### config.mk
export PLATFORM = sky130hd
export DESIGN_NAME = input_capture_period_meter_flat
export DESIGN_NICKNAME = d
export VERILOG_FILES = /design/src/rtl/icpm_pkg.sv /design/src/rtl/icpm_if.sv /design/src/rtl/icpm_ctrl.sv /design/src/rtl/icpm_dp.sv /design/src/rtl/input_capture_period_meter.sv /design/src/flat_wrapper.sv
export SDC_FILE = /design/constraint.sdc
export NUM_CORES = 1
export LEC_CHECK = 0
export BUFFER_PORTS_ARGS = -buffer_cell sky130_fd_sc_hd__buf_2
export CAP_MARGIN = 20
export CORE_MARGIN = 10
export CORE_UTILIZATION = 44
export CTS_CLUSTER_SIZE = 25
export DETAILED_ROUTE_END_ITERATION = 10
export GPL_ROUTABILITY_DRIVEN = 0
export PLACE_DENSITY = 0.58
export SETUP_SLACK_MARGIN = 0.05
export SYNTH_ARGS = -nofsm -noshare
export SYNTH_HDL_FRONTEND = slang
export SYNTH_SLANG_ARGS = --single-unit
### constraint.sdc
create_clock -name clk_i -period 11.35 [get_ports clk_i]
set_input_delay 0.5675 -clock clk_i [delete_from_list [all_inputs] [get_ports clk_i]]
set_output_delay 0.5675 -clock clk_i [all_outputs]
set_load 0.005 [all_outputs]
### src/rtl/icpm_pkg.sv
// ----------------------------------------------------------------------------
// icpm_pkg
// Types and constants of the input capture period meter.
// ----------------------------------------------------------------------------
package icpm_pkg;

  localparam int unsigned CntBits     = 16;
  localparam int unsigned WrapBits    = 6;
  localparam int unsigned PeriodBits  = CntBits + WrapBits;
  localparam int unsigned FreqBits    = 24;
  localparam int unsigned OffsetBits  = 8;
  localparam int unsigned CfgIdxBits  = 1;
  localparam int unsigned CfgDataBits = 24;
  localparam int unsigned DivSteps    = FreqBits;
  localparam int unsigned DivCntBits  = $clog2(DivSteps);

  localparam logic [WrapBits-1:0]    WrapMax       = '1;
  localparam logic [CntBits-1:0]     CntAllOnes    = '1;
  localparam logic [FreqBits-1:0]    TimebaseReset = 24'd1000000;
  localparam logic [OffsetBits-1:0]  OffsetReset   = 8'd10;

  // configuration register indexes
  localparam logic [CfgIdxBits-1:0] CfgTimebase = 1'b0;
  localparam logic [CfgIdxBits-1:0] CfgOffset   = 1'b1;

  typedef enum logic [1:0] {
    StIdle,
    StCalc,
    StDivide,
    StDeliver
  } icpm_state_e;

  typedef struct packed {
    logic take_event;
    logic start_calc;
    logic div_step;
    logic load_result;
  } icpm_cmd_t;

  typedef struct packed {
    logic finish;
    logic bad;
    logic div_last;
  } icpm_sts_t;

endpackage

### src/rtl/icpm_if.sv
// ----------------------------------------------------------------------------
// icpm_if
// Request channels of the period meter: timer events in, results out.
// ----------------------------------------------------------------------------
interface icpm_in_if;
  logic        valid;
  logic        ready;
  logic        command;
  logic        overflow_flag;
  logic        capture_flag;
  logic [15:0] capture_value;

  modport source (output valid, command, overflow_flag, capture_flag, capture_value,
                  input ready);
  modport sink   (input valid, command, overflow_flag, capture_flag, capture_value,
                  output ready);
endinterface

interface icpm_out_if;
  logic        valid;
  logic        ready;
  logic [21:0] period_ticks;
  logic [23:0] frequency;
  logic        too_long;
  logic        bad_period;

  modport source (output valid, period_ticks, frequency, too_long, bad_period,
                  input ready);
  modport sink   (input valid, period_ticks, frequency, too_long, bad_period,
                  output ready);
endinterface

### src/rtl/icpm_ctrl.sv
// ----------------------------------------------------------------------------
// icpm_ctrl
// Sequencer: event intake, period calculation, divide, result hand-over.
// ----------------------------------------------------------------------------
module icpm_ctrl import icpm_pkg::*; (
  input  logic      clk_i,
  input  logic      rst_ni,
  input  logic      in_valid_i,
  output logic      in_ready_o,
  output logic      out_valid_o,
  input  logic      out_ready_i,
  input  icpm_sts_t sts_i,
  output icpm_cmd_t cmd_o
);

  icpm_state_e state_q, state_d;
  logic        out_valid_q, out_valid_d;

  always_comb begin
    state_d = state_q;
    case (state_q)
      StIdle: begin
        if (cmd_o.take_event && sts_i.finish) state_d = StCalc;
      end
      StCalc: begin
        state_d = sts_i.bad ? StDeliver : StDivide;
      end
      StDivide: begin
        if (sts_i.div_last) state_d = StDeliver;
      end
      StDeliver: begin
        if (cmd_o.load_result) state_d = StIdle;
      end
      default: state_d = StIdle;
    endcase
  end

  always_comb begin
    in_ready_o        = (state_q == StIdle);
    cmd_o.take_event  = in_valid_i && (state_q == StIdle);
    cmd_o.start_calc  = (state_q == StCalc);
    cmd_o.div_step    = (state_q == StDivide);
    // result register is free or being emptied this cycle
    cmd_o.load_result = (state_q == StDeliver) && (!out_valid_q || out_ready_i);
  end

  always_comb begin
    out_valid_d = out_valid_q;
    if (out_valid_q && out_ready_i) out_valid_d = 1'b0;
    if (cmd_o.load_result) out_valid_d = 1'b1;
  end

  assign out_valid_o = out_valid_q;

  always_ff @(posedge clk_i or negedge rst_ni) begin
    if (!rst_ni) begin
      state_q     <= StIdle;
      out_valid_q <= 1'b0;
    end else begin
      state_q     <= state_d;
      out_valid_q <= out_valid_d;
    end
  end

endmodule

### src/rtl/icpm_dp.sv
// ----------------------------------------------------------------------------
// icpm_dp
// Datapath: settings, measurement state, period subtractor, restoring
// divider and result register.
// ----------------------------------------------------------------------------
module icpm_dp import icpm_pkg::*; (
  input  logic                   clk_i,
  input  logic                   rst_ni,
  input  logic                   cfg_we_i,
  input  logic [CfgIdxBits-1:0]  cfg_idx_i,
  input  logic [CfgDataBits-1:0] cfg_data_i,
  input  logic                   command_i,
  input  logic                   overflow_flag_i,
  input  logic                   capture_flag_i,
  input  logic [CntBits-1:0]     capture_value_i,
  input  icpm_cmd_t              cmd_i,
  output icpm_sts_t              sts_o,
  output logic [PeriodBits-1:0]  period_ticks_o,
  output logic [FreqBits-1:0]    frequency_o,
  output logic                   too_long_o,
  output logic                   bad_period_o
);

  logic [FreqBits-1:0]   timebase_q;
  logic [OffsetBits-1:0] offset_q;

  logic                started_q, started_d;
  logic                finished_q, finished_d;
  logic [WrapBits-1:0] wraps_q, wraps_d;
  logic [CntBits-1:0]  first_q, first_d;
  logic [CntBits-1:0]  second_q, second_d;
  logic                done_now, saturated;

  logic [PeriodBits-1:0] period_q;
  logic                  sat_q;
  logic                  bad_q;
  logic [PeriodBits-1:0] divisor_q;
  logic [PeriodBits-1:0] rem_q, rem_d;
  logic [FreqBits-1:0]   quo_q, quo_d;
  logic [DivCntBits-1:0] cnt_q;
  logic [PeriodBits+1:0] trial;
  logic                  fits;
  logic                  bad_now;

  logic [PeriodBits-1:0] res_period_q;
  logic [FreqBits-1:0]   res_freq_q;
  logic                  res_long_q, res_bad_q;

  always_ff @(posedge clk_i or negedge rst_ni) begin
    if (!rst_ni) begin
      timebase_q <= TimebaseReset;
      offset_q   <= OffsetReset;
    end else if (cfg_we_i) begin
      case (cfg_idx_i)
        CfgTimebase: timebase_q <= cfg_data_i;
        CfgOffset:   offset_q   <= cfg_data_i[OffsetBits-1:0];
        default: ;
      endcase
    end
  end

  // event update: overflow first, then capture
  always_comb begin
    started_d  = started_q;
    finished_d = finished_q;
    wraps_d    = wraps_q;
    first_d    = first_q;
    second_d   = second_q;
    done_now   = 1'b0;
    saturated  = 1'b0;
    if (command_i) begin
      started_d  = 1'b0;
      finished_d = 1'b0;
      wraps_d    = '0;
      first_d    = '0;
      second_d   = '0;
    end else if (!finished_q) begin
      if (overflow_flag_i && started_q) begin
        if (wraps_q == WrapMax) begin
          finished_d = 1'b1;
          done_now   = 1'b1;
          saturated  = 1'b1;
          second_d   = CntAllOnes;
        end else begin
          wraps_d = wraps_q + 1'b1;
        end
      end
      if (capture_flag_i) begin
        if (started_q) begin
          started_d  = 1'b0;
          finished_d = 1'b1;
          done_now   = 1'b1;
          second_d   = capture_value_i;
        end else begin
          started_d = 1'b1;
          wraps_d   = '0;
          second_d  = '0;
          first_d   = capture_value_i;
        end
      end
    end
  end

  always_ff @(posedge clk_i or negedge rst_ni) begin
    if (!rst_ni) begin
      started_q  <= 1'b0;
      finished_q <= 1'b0;
      wraps_q    <= '0;
      first_q    <= '0;
      second_q   <= '0;
    end else if (cmd_i.take_event) begin
      started_q  <= started_d;
      finished_q <= finished_d;
      wraps_q    <= wraps_d;
      first_q    <= first_d;
      second_q   <= second_d;
    end
  end

  always_ff @(posedge clk_i) begin
    if (cmd_i.take_event && done_now) begin
      period_q <= {wraps_d, second_d} - {{WrapBits{1'b0}}, first_d};
      sat_q    <= saturated;
    end
  end

  assign bad_now = (period_q <= {{(PeriodBits-OffsetBits){1'b0}}, offset_q});

  // restoring divider, one quotient bit a cycle
  always_comb begin
    trial = {1'b0, rem_q, quo_q[FreqBits-1]} - {2'b00, divisor_q};
    fits  = !trial[PeriodBits+1];
    rem_d = fits ? trial[PeriodBits-1:0] : {rem_q[PeriodBits-2:0], quo_q[FreqBits-1]};
    quo_d = {quo_q[FreqBits-2:0], fits};
  end

  always_ff @(posedge clk_i) begin
    if (cmd_i.start_calc) begin
      bad_q     <= bad_now;
      divisor_q <= period_q - {{(PeriodBits-OffsetBits){1'b0}}, offset_q};
      rem_q     <= '0;
      quo_q     <= timebase_q;
      cnt_q     <= '0;
    end else if (cmd_i.div_step) begin
      rem_q <= rem_d;
      quo_q <= quo_d;
      cnt_q <= cnt_q + 1'b1;
    end
  end

  always_ff @(posedge clk_i) begin
    if (cmd_i.load_result) begin
      res_period_q <= period_q;
      res_freq_q   <= bad_q ? '0 : quo_q;
      res_long_q   <= sat_q;
      res_bad_q    <= bad_q;
    end
  end

  assign sts_o.finish   = done_now;
  assign sts_o.bad      = bad_now;
  assign sts_o.div_last = (cnt_q == DivCntBits'(DivSteps - 1));

  assign period_ticks_o = res_period_q;
  assign frequency_o    = res_freq_q;
  assign too_long_o     = res_long_q;
  assign bad_period_o   = res_bad_q;

endmodule

### src/rtl/input_capture_period_meter.sv
// ----------------------------------------------------------------------------
// input_capture_period_meter
// Period and frequency of an input from two captures of a 16-bit timer.
// ----------------------------------------------------------------------------
// Usage:
//   in_if carries requests: a rearm (command 1) or a timer event with its
//   overflow flag, capture flag and capture value. An event that ends a
//   measurement yields one request on out_if; all other requests yield none.
//   cfg_* writes timebase_hz (index 0) and period_offset (index 1); the user
//   must write only while the block is idle, which the block does not enforce.
//   A request that yields nothing leaves the block idle and in_if ready. A
//   finishing event with a valid period passes the offset subtract, the
//   restoring divider, one bit a cycle, and the load of the result
//   register; when the period is not above the offset, the divider is
//   skipped.
//   A finishing event keeps in_if not ready until its result is loaded,
//   so the divider limits how often measurements can end.
//   A stalled receiver does not stop intake at first: requests are accepted
//   while a result waits; the next finished result is held back, with in_if
//   not ready, until the waiting one is taken.
//   Reset clears the measurement, drops any pending result and restores the
//   timebase to 1000000 and the offset to 10.
// ----------------------------------------------------------------------------
module input_capture_period_meter import icpm_pkg::*; (
  input  logic                   clk_i,
  input  logic                   rst_ni,
  input  logic                   cfg_we_i,
  input  logic [CfgIdxBits-1:0]  cfg_idx_i,
  input  logic [CfgDataBits-1:0] cfg_data_i,
  icpm_in_if.sink                in_if,
  icpm_out_if.source             out_if
);

  icpm_cmd_t cmd;
  icpm_sts_t sts;

  icpm_ctrl u_ctrl (
    .clk_i       (clk_i),
    .rst_ni      (rst_ni),
    .in_valid_i  (in_if.valid),
    .in_ready_o  (in_if.ready),
    .out_valid_o (out_if.valid),
    .out_ready_i (out_if.ready),
    .sts_i       (sts),
    .cmd_o       (cmd)
  );

  icpm_dp u_dp (
    .clk_i           (clk_i),
    .rst_ni          (rst_ni),
    .cfg_we_i        (cfg_we_i),
    .cfg_idx_i       (cfg_idx_i),
    .cfg_data_i      (cfg_data_i),
    .command_i       (in_if.command),
    .overflow_flag_i (in_if.overflow_flag),
    .capture_flag_i  (in_if.capture_flag),
    .capture_value_i (in_if.capture_value),
    .cmd_i           (cmd),
    .sts_o           (sts),
    .period_ticks_o  (out_if.period_ticks),
    .frequency_o     (out_if.frequency),
    .too_long_o      (out_if.too_long),
    .bad_period_o    (out_if.bad_period)
  );

endmodule

### src/flat_wrapper.sv
// flat-port wrapper written by rule: the top's interface ports become plain ports
module input_capture_period_meter_flat import icpm_pkg::*;
  (clk_i, rst_ni, cfg_we_i, cfg_idx_i, cfg_data_i, in_if_valid, in_if_command, in_if_overflow_flag, in_if_capture_flag, in_if_capture_value, in_if_ready, out_if_valid, out_if_period_ticks, out_if_frequency, out_if_too_long, out_if_bad_period, out_if_ready);
  icpm_in_if in_if_i ();
  icpm_out_if out_if_i ();
  input  logic clk_i;
  input  logic rst_ni;
  input  logic cfg_we_i;
  input  logic [CfgIdxBits-1:0] cfg_idx_i;
  input  logic [CfgDataBits-1:0] cfg_data_i;
  input wire logic [$bits(in_if_i.valid)-1:0] in_if_valid;
  input wire logic [$bits(in_if_i.command)-1:0] in_if_command;
  input wire logic [$bits(in_if_i.overflow_flag)-1:0] in_if_overflow_flag;
  input wire logic [$bits(in_if_i.capture_flag)-1:0] in_if_capture_flag;
  input wire logic [$bits(in_if_i.capture_value)-1:0] in_if_capture_value;
  output wire logic [$bits(in_if_i.ready)-1:0] in_if_ready;
  output wire logic [$bits(out_if_i.valid)-1:0] out_if_valid;
  output wire logic [$bits(out_if_i.period_ticks)-1:0] out_if_period_ticks;
  output wire logic [$bits(out_if_i.frequency)-1:0] out_if_frequency;
  output wire logic [$bits(out_if_i.too_long)-1:0] out_if_too_long;
  output wire logic [$bits(out_if_i.bad_period)-1:0] out_if_bad_period;
  input wire logic [$bits(out_if_i.ready)-1:0] out_if_ready;
  assign in_if_i.valid = in_if_valid;
  assign in_if_i.command = in_if_command;
  assign in_if_i.overflow_flag = in_if_overflow_flag;
  assign in_if_i.capture_flag = in_if_capture_flag;
  assign in_if_i.capture_value = in_if_capture_value;
  assign in_if_ready = in_if_i.ready;
  assign out_if_valid = out_if_i.valid;
  assign out_if_period_ticks = out_if_i.period_ticks;
  assign out_if_frequency = out_if_i.frequency;
  assign out_if_too_long = out_if_i.too_long;
  assign out_if_bad_period = out_if_i.bad_period;
  assign out_if_i.ready = out_if_ready;
  input_capture_period_meter u_core (.clk_i(clk_i), .rst_ni(rst_ni), .cfg_we_i(cfg_we_i), .cfg_idx_i(cfg_idx_i), .cfg_data_i(cfg_data_i), .in_if(in_if_i), .out_if(out_if_i));
endmodule
==> qor.yml, run 1 <==
outcome:
  status: "finished clean"
grt:
  antenna_found_initial: 0
  grt_use_total_pct: 15.5
  grt_pass1_vias: 8156
  grt_start_max_net_pins: 51
  overflow: 0
  grt_pass1_wl_microns: 43000
final_layout:
  drive_above_1_share_pct: 21.3
  final_area_sq_um: 13400
  area_growth_pct: 13.5
  fin_cells: 1531
  nNetsFinal: 1280
  antenna_cells: 0
  final_common_cell: "edfxtp_1"
  post-route-util_pct: 51.1
  regArea_sq_um: 5970
  multi_input_area_sq_um: 5420
  layout_common_cells: "118 x edfxtp_1, 100 x nor2_1, 97 x buf_2"
  fillerInstances: 2360
cts:
  cts-buffers-inserted: 26
  cts_root_buf: "clkbuf_16"
  h-tree-depth: 1
  insertion_delay_ns: 0.53
  tritoncts: "done"
  cts_hold_buffers: 1
  clkSinkCount: 220
  clockBufferDepth: 3
  cts_resized: 0
  post_cts_buffers: 0
  clk_transition_reported_paths_ns: 0.06
setup_path:
  crit_path_start_kind: "flop"
  critical_path_class: "reg -> reg"
  critPathMaxFanout: 10
  end_kind: "flop"
  arrival_ns: 4.28
  cp.required_ns: 11.61
synth:
  syn_inst: 1083
  synthMuxAreaShare_pct: 7.81
  ys_types: 83
  synth_compound_area_share_pct: 13.4
  synth-xor-area-share_pct: 4.16
  ys_seq_area_share_pct: 50.6
  synthFlopType: "edfxtp_1"
  ys_ff_latch: 220
  synth_warnings: 0
  synthArstFlopShare_pct: 34.1
  synth_nets: 1187
  synth-edff-count: 118
  synth_area_sq_um: 11800
  yosys.area_share.simple_pct: 14.5
  synth.avg_cell_area_sq_um: 10.9
  synth_top_family_by_area: "simple AND/OR/NAND/NOR gates"
  yosys.area_share.adder_pct: 6.03
power_and_ir_drop:
  p_per_area_nw_per_um2: 273
  p_seq_share_pct: 36.4
  vdd_ir_drop_max_uv: 142
  pwr-share-comb_pct: 42.1
  report.power.total_mw: 3.66
  switchingPower_mw: 1.32
  swShare_pct: 36.2
  p_leak_nw: 5.38
  clock_power_share_pct: 21.5
  power.internal_mw: 2.33
floorplan:
  die_w_microns: 184
  dieHeight_microns: 184
  floorplan.initialDensity_pct: 45.0
  io_pins: 99
  core-area_sq_um: 26200
  dieArea_sq_um: 33700
  fp-row-count: 59
placement:
  placedInstanceArea_sq_um: 12600
  dp_cells: 1482
  post-place-ws_ns: 7.22
  portBuffers: 98
  dp_hpwl_microns: 19100
sta:
  fmax_ghz: 0.249
  grt_setup_unrepaired: "no"
  layout_min_cycle_time_ns: 4.01
  fin_hold_ws_ns: 0.269
  slew_headroom_pct: 35.0
  fin_ws_ns: 7.34
  finalCritPeriodShare_pct: 35.3
  tightest_slew_ns: 0.976
  maxSlewViolCount: 0
  final_hold_viol_count: 0
  setup_tns_ns: 0
  clock_skew_ns: 0.0188
  setup_violations: 0
job:
  max-cap-violations: 0
route:
  drt_iter0_markers: 417
  dr_total_vias: 8215
  final_antenna_net_count: 0
  drc_errors: 0
  vias_per_cell: 5.37
  drt_wl_total_microns: 26400
  dr.pass1.iters: 5
  wl_per_cell_microns: 17.3
worst_hold_path:
  hp-class: "in -> reg"
Yosys cell counts (3+ instances only):
master | number | area [sq um]
nand2b_1 | 12 | 75.1
nor2_1 | 100 | 375
a31oi_1 | 5 | 31.3
nand2_1 | 91 | 342
and2_1 | 5 | 31.3
xor2_1 | 21 | 184
nand4_1 | 11 | 68.8
a311o_2 | 3 | 33.8
o21a_1 | 13 | 97.6
dlygate4sd3_1 | 3 | 30.0
a211oi_1 | 12 | 90.1
ha_1 | 52 | 651
fa_1 | 3 | 60.1
a22oi_1 | 4 | 30.0
buf_6 | 5 | 56.3
a221o_1 | 3 | 30.0
mux2i_1 | 11 | 110
xnor2_1 | 35 | 307
dfstp_2 | 9 | 236
buf_1 | 3 | 11.3
nand3_1 | 18 | 90.1
clkbuf_1 | 23 | 86.3
mux2_2 | 72 | 811
buf_2 | 8 | 40.0
nand4b_1 | 8 | 70.1
a21o_1 | 16 | 120
inv_1 | 49 | 184
nor3b_1 | 8 | 60.1
a21boi_0 | 4 | 30.0
a22o_1 | 3 | 26.3
and3_1 | 7 | 43.8
o21ai_0 | 63 | 315
a311oi_1 | 3 | 26.3
o21bai_1 | 6 | 45.0
nor2b_1 | 36 | 225
edfxtp_1 | 118 | 3540
dfrtp_1 | 66 | 1650
and4_1 | 3 | 26.3
a21oi_1 | 59 | 295
dfxtp_1 | 27 | 541
o211ai_1 | 6 | 45.0
nor3_1 | 26 | 130
power by group through the flow:
| stage | clock (mW) | combinational [mW] | sequential [mW] |
|---|---|---|---|
| 2_1_floorplan | 0 | 1.21 | 1.31 |
| 3_3_place_gp | 0 | 1.53 | 1.34 |
| 3_5_place_dp | 0 | 1.54 | 1.35 |
| 4_1_cts | 0.812 | 1.56 | 1.33 |
| 5_1_grt | 0.839 | 1.74 | 1.36 |
| 6_report | 0.787 | 1.54 | 1.33 |
area by class of cell:
cell class              count  area share, %
clock buffers              32           5.03
clock inverters            16           1.00
inverters                  50           1.40
multi-input cells         770           40.5
flip-flops and latches    220           44.6
well taps                 335           3.13
repair buffers            108           4.26
flip-flops by register name (all words and copies together) (netlist names), 6 cells and up:
name                        cells
u_core.u_dp.frequency_o        24
u_core.u_dp.quo_q              24
u_core.u_dp.timebase_q         24
u_core.u_dp.divisor_q          22
u_core.u_dp.period_q           22
u_core.u_dp.period_ticks_o     22
u_core.u_dp.rem_q              22
u_core.u_dp.first_q            16
u_core.u_dp.second_q           16
u_core.u_dp.offset_q            8
u_core.u_dp.wraps_q             6
layer usage:
layer	GRT usage [%]	routed length, microns	vias up
met5	0	0	-
met4	3.93	455	0
met3	2.59	1130	34
met2	25.9	12800	146
met1	20.4	12000	3938
li1	-	-	4097
worst max-delay path: stages (launching register included):
cell       delay [ns]
dfrtp_1          0.49
nor2_1           0.17
a21boi_0         0.71
o21ai_0          0.27
o21ai_0          0.31
ha_1             0.38
a2111oi_0        0.56
a21bo_2          0.25
a21o_1           0.14
and3_1           0.19
o21ai_0          0.12
xor2_1           0.17
worst paths after layout:
path | from | endpoint | slack [ns] | cells after the start
setup / recovery | u_core.u_dp.finished_q$_DFFE_PN0P_ | u_core.u_dp.period_q[17]$_DFFE_PP_ | 7.34 | 11
hold / removal | cfg_data_i[15] | u_core.u_dp.timebase_q[15]$_DFFE_PN0P_ | 0.27 | 2
setup reg to reg | u_core.u_dp.finished_q$_DFFE_PN0P_ | u_core.u_dp.period_q[17]$_DFFE_PP_ | 7.34 | 11
hold reg to reg | u_core.u_dp.sat_q$_SDFFCE_PP0P_ | u_core.u_dp.too_long_o$_DFFE_PP_ | 0.43 | 0
max in group asynchronous | rst_ni | u_core.u_dp.wraps_q[4]$_DFFE_PN0P_ | 9.84 | 3
min in group asynchronous | rst_ni | u_core.u_dp.timebase_q[10]$_DFFE_PN0P_ | 0.50 | 2
cells by family (layout without fill, tap and decap cells):
logic type / count (synthesis) / in the layout
multiplexers: 83 / 83
adder cells (fa/ha/maj): 55 / 55
XOR/XNOR: 56 / 56
buffers and inverters: 93 / 206
AND/OR/NAND/NOR: 344 / 344
AO/OA/AOI/OAI: 232 / 232
flip-flops: 220 / 220
(Power assumes the default switching activity.)
==> inputs of run 2 (changes only) <==
--- a/config.mk
+++ b/config.mk
@@ -12,7 +12,7 @@
 export CTS_CLUSTER_SIZE = 25
 export DETAILED_ROUTE_END_ITERATION = 10
 export GPL_ROUTABILITY_DRIVEN = 0
-export PLACE_DENSITY = 0.58
+export PLACE_DENSITY = 0.6
 export SETUP_SLACK_MARGIN = 0.05
 export SYNTH_ARGS = -nofsm -noshare
 export SYNTH_HDL_FRONTEND = slang
==> constraint.sdc (replaced) <==
create_clock -name clk_i -period 3.56 [get_ports clk_i]
set_input_delay 0.178 -clock clk_i [delete_from_list [all_inputs] [get_ports clk_i]]
set_output_delay 0.178 -clock clk_i [all_outputs]
set_load 0.005 [all_outputs]
==> qor.yml, run 2 (synthesis results as in run 1) <==
sta:
  final_hold_viol_count: 0
  fin_ws_ns: 0.222
  maxSlewViolCount: 0
  layout_min_cycle_time_ns: 3.34
  setup_tns_ns: 0
  tightest_slew_ns: 0.999
  setup_violations: 0
  finalCritPeriodShare_pct: 93.8
  grt_setup_unrepaired: "no"
  fmax_ghz: 0.300
  clock_skew_ns: 0.0125
  slew_headroom_pct: 33.4
floorplan:
  die_w_microns: 184
  dieArea_sq_um: 33700
  io_pins: 99
  fp-row-count: 59
  core-area_sq_um: 26200
  dieHeight_microns: 184
  floorplan.initialDensity_pct: 45.0
grt:
  grt_use_total_pct: 15.9
  antenna_found_initial: 0
  grt_pass1_vias: 8352
  overflow: 0
  grt_pass1_wl_microns: 44000
  grt_start_max_net_pins: 76
outcome:
  status: "finished clean"
placement:
  dp_hpwl_microns: 19500
  placedInstanceArea_sq_um: 12700
  portBuffers: 98
  post-place-ws_ns: 0.0760
final_layout:
  area_growth_pct: 18.2
  drive_above_1_share_pct: 23.8
  final_area_sq_um: 13900
  nNetsFinal: 1328
  antenna_cells: 0
  layout_common_cells: "118 x edfxtp_1, 97 x nor2_1, 97 x buf_2"
  final_common_cell: "edfxtp_1"
setup_path:
  crit_end: "u_core.u_dp.period_q[17]$_DFFE_PP_"
  crit_path_start_kind: "flop"
  end_kind: "flop"
  critPathMostFrequentCell: "buf_4"
  crit_family: "compound AO/OA/AOI/OAI gates"
  critical_path.startpoint: "u_core.u_dp.started_q$_DFFE_PN0P_"
  r2r_slack_ns: 0.22
  reg2reg_from: "u_core.u_dp.started_q$_DFFE_PN0P_"
  cp_slowest_stage_delay_ns: 0.41
  critical_path_class: "reg -> reg"
  arrival_ns: 3.59
  slowest_stage: "dfrtp_1"
  cp.required_ns: 3.81
  path_depth: 14
  r2r_end: "u_core.u_dp.period_q[17]$_DFFE_PP_"
  r2r_cells: 14
  path_buf_inv: 3
  critPathMaxFanout: 10
  path_cells: "buf_4 > nor3b_4 > buf_4 > buf_6 > mux2_2 > nand2_1 > ha_1 > o211ai_1 > a21oi_1 > a21bo_2 > a21o_1 > and3_1 > o21ai_0 > xor2_1"
route:
  dr_total_vias: 8413
  final_antenna_net_count: 0
  wl_per_cell_microns: 17.1
  drt_wl_total_microns: 27000
  drc_errors: 0
  vias_per_cell: 5.33
  drt_iter0_markers: 471
  dr.pass1.iters: 5
worst_hold_path:
  hp-class: "in -> reg"
cts:
  insertion_delay_ns: 0.52
  clkSinkCount: 220
  clockBufferDepth: 3
  tritoncts: "done"
  clk_transition_reported_paths_ns: 0.06
  cts_root_buf: "clkbuf_16"
  cts-buffers-inserted: 24
  h-tree-depth: 1
job:
  max-cap-violations: 0
power_and_ir_drop:
  vdd_ir_drop_max_uv: 446
  p_leak_nw: 5.65
  report.power.total_mw: 12.0
  p_per_area_nw_per_um2: 862
[run 2: cell types whose count changed in the layout (fill, tap and decap cells not counted), moves of 2 or more]
cell | previous run | this run
a21oi_2 | 1 | 4
clkinv_2 | 7 | 5
clkbuf_16 | 26 | 24
nor2_4 | 0 | 2
buf_4 | 10 | 34
dlygate4sd3_1 | 1 | 25
clkinv_1 | 7 | 1
a21oi_1 | 59 | 56
bufinv_16 | 2 | 4
clkbuf_1 | 6 | 3
clkinvlp_4 | 0 | 2
nor2_1 | 100 | 97
clkbuf_8 | 0 | 5
[run 2: area by class of cell]
| type | count | area (sq um) |
|---|---|---|
| fill | 2269 | 12300 |
| sequential | 220 | 5970 |
| multi-input combinational | 770 | 5470 |
| timing repair buffer | 158 | 1030 |
| clock buffer | 32 | 681 |
| tap | 335 | 419 |
| inverter | 50 | 188 |
| clock inverter | 12 | 176 |
[run 2: per-layer routing]
layer  up-vias  global-route usage, %  share of wire, %
met5         -                      0                 0
met3        33                   2.47               3.7
met2       146                   26.9                48
met1      4039                   20.7                46
met4         0                   4.13               1.7
li1       4195                      -                 -
[run 2: through the flow]
stage | utilization (%) | std cells | hold slack, ns
floorplan | - | 1083 | -0.118
global placement | 48.6 | 1506 | 0.411
detailed placement | 48.6 | 1506 | 0.413
CTS | 52.9 | 1575 | 0.00632
global route | 53.2 | 1577 | 0.0324
finish | 53.2 | 1577 | 0.0238
[run 2: worst min path at each step]
stage | start | to | slack [ns] | depth (start not counted)
6_report | in_if_capture_value[4] | u_core.u_dp.second_q[4]$_DFFE_PN0P_ | 0.02 | 3
5_1_grt | in_if_command | u_core.u_dp.finished_q$_DFFE_PN0P_ | 0.03 | 2
4_1_cts | out_if_ready | u_core.u_ctrl.out_valid_o$_DFFE_PN0P_ | 0.006 | 3
3_5_place_dp | cfg_data_i[10] | u_core.u_dp.timebase_q[10]$_DFFE_PN0P_ | 0.41 | 2
3_3_place_gp | cfg_data_i[20] | u_core.u_dp.timebase_q[20]$_DFFE_PN0P_ | 0.41 | 2
2_1_floorplan | rst_ni | u_core.u_ctrl.out_valid_o$_DFFE_PN0P_ | -0.12 | 0
[run 2: where the power goes]
group	internal, mW	switching (mW)	leakage (nW)
clock	1.64	1.01	0.419
combinational	2.27	2.86	2.97
sequential	3.83	0.415	2.27
total	7.73	4.28	5.65
[run 2: what timing repair did]
item,CTS,global route
hold buffers,25,0
gates resized for setup,0,17
setup buffers,0,1
endpoints found under the setup margin,0,11
hold endpoints to repair,98,0
[run 2: worst register-to-register path, cell delays in order, from the launching register on]
cell,delay [ns]
dfrtp_1,0.41
buf_4,0.17
nor3b_4,0.21
buf_4,0.19
buf_6,0.16
mux2_2,0.34
nand2_1,0.10
ha_1,0.31
o211ai_1,0.14
a21oi_1,0.15
a21bo_2,0.25
a21o_1,0.17
and3_1,0.17
o21ai_0,0.21
xor2_1,0.09
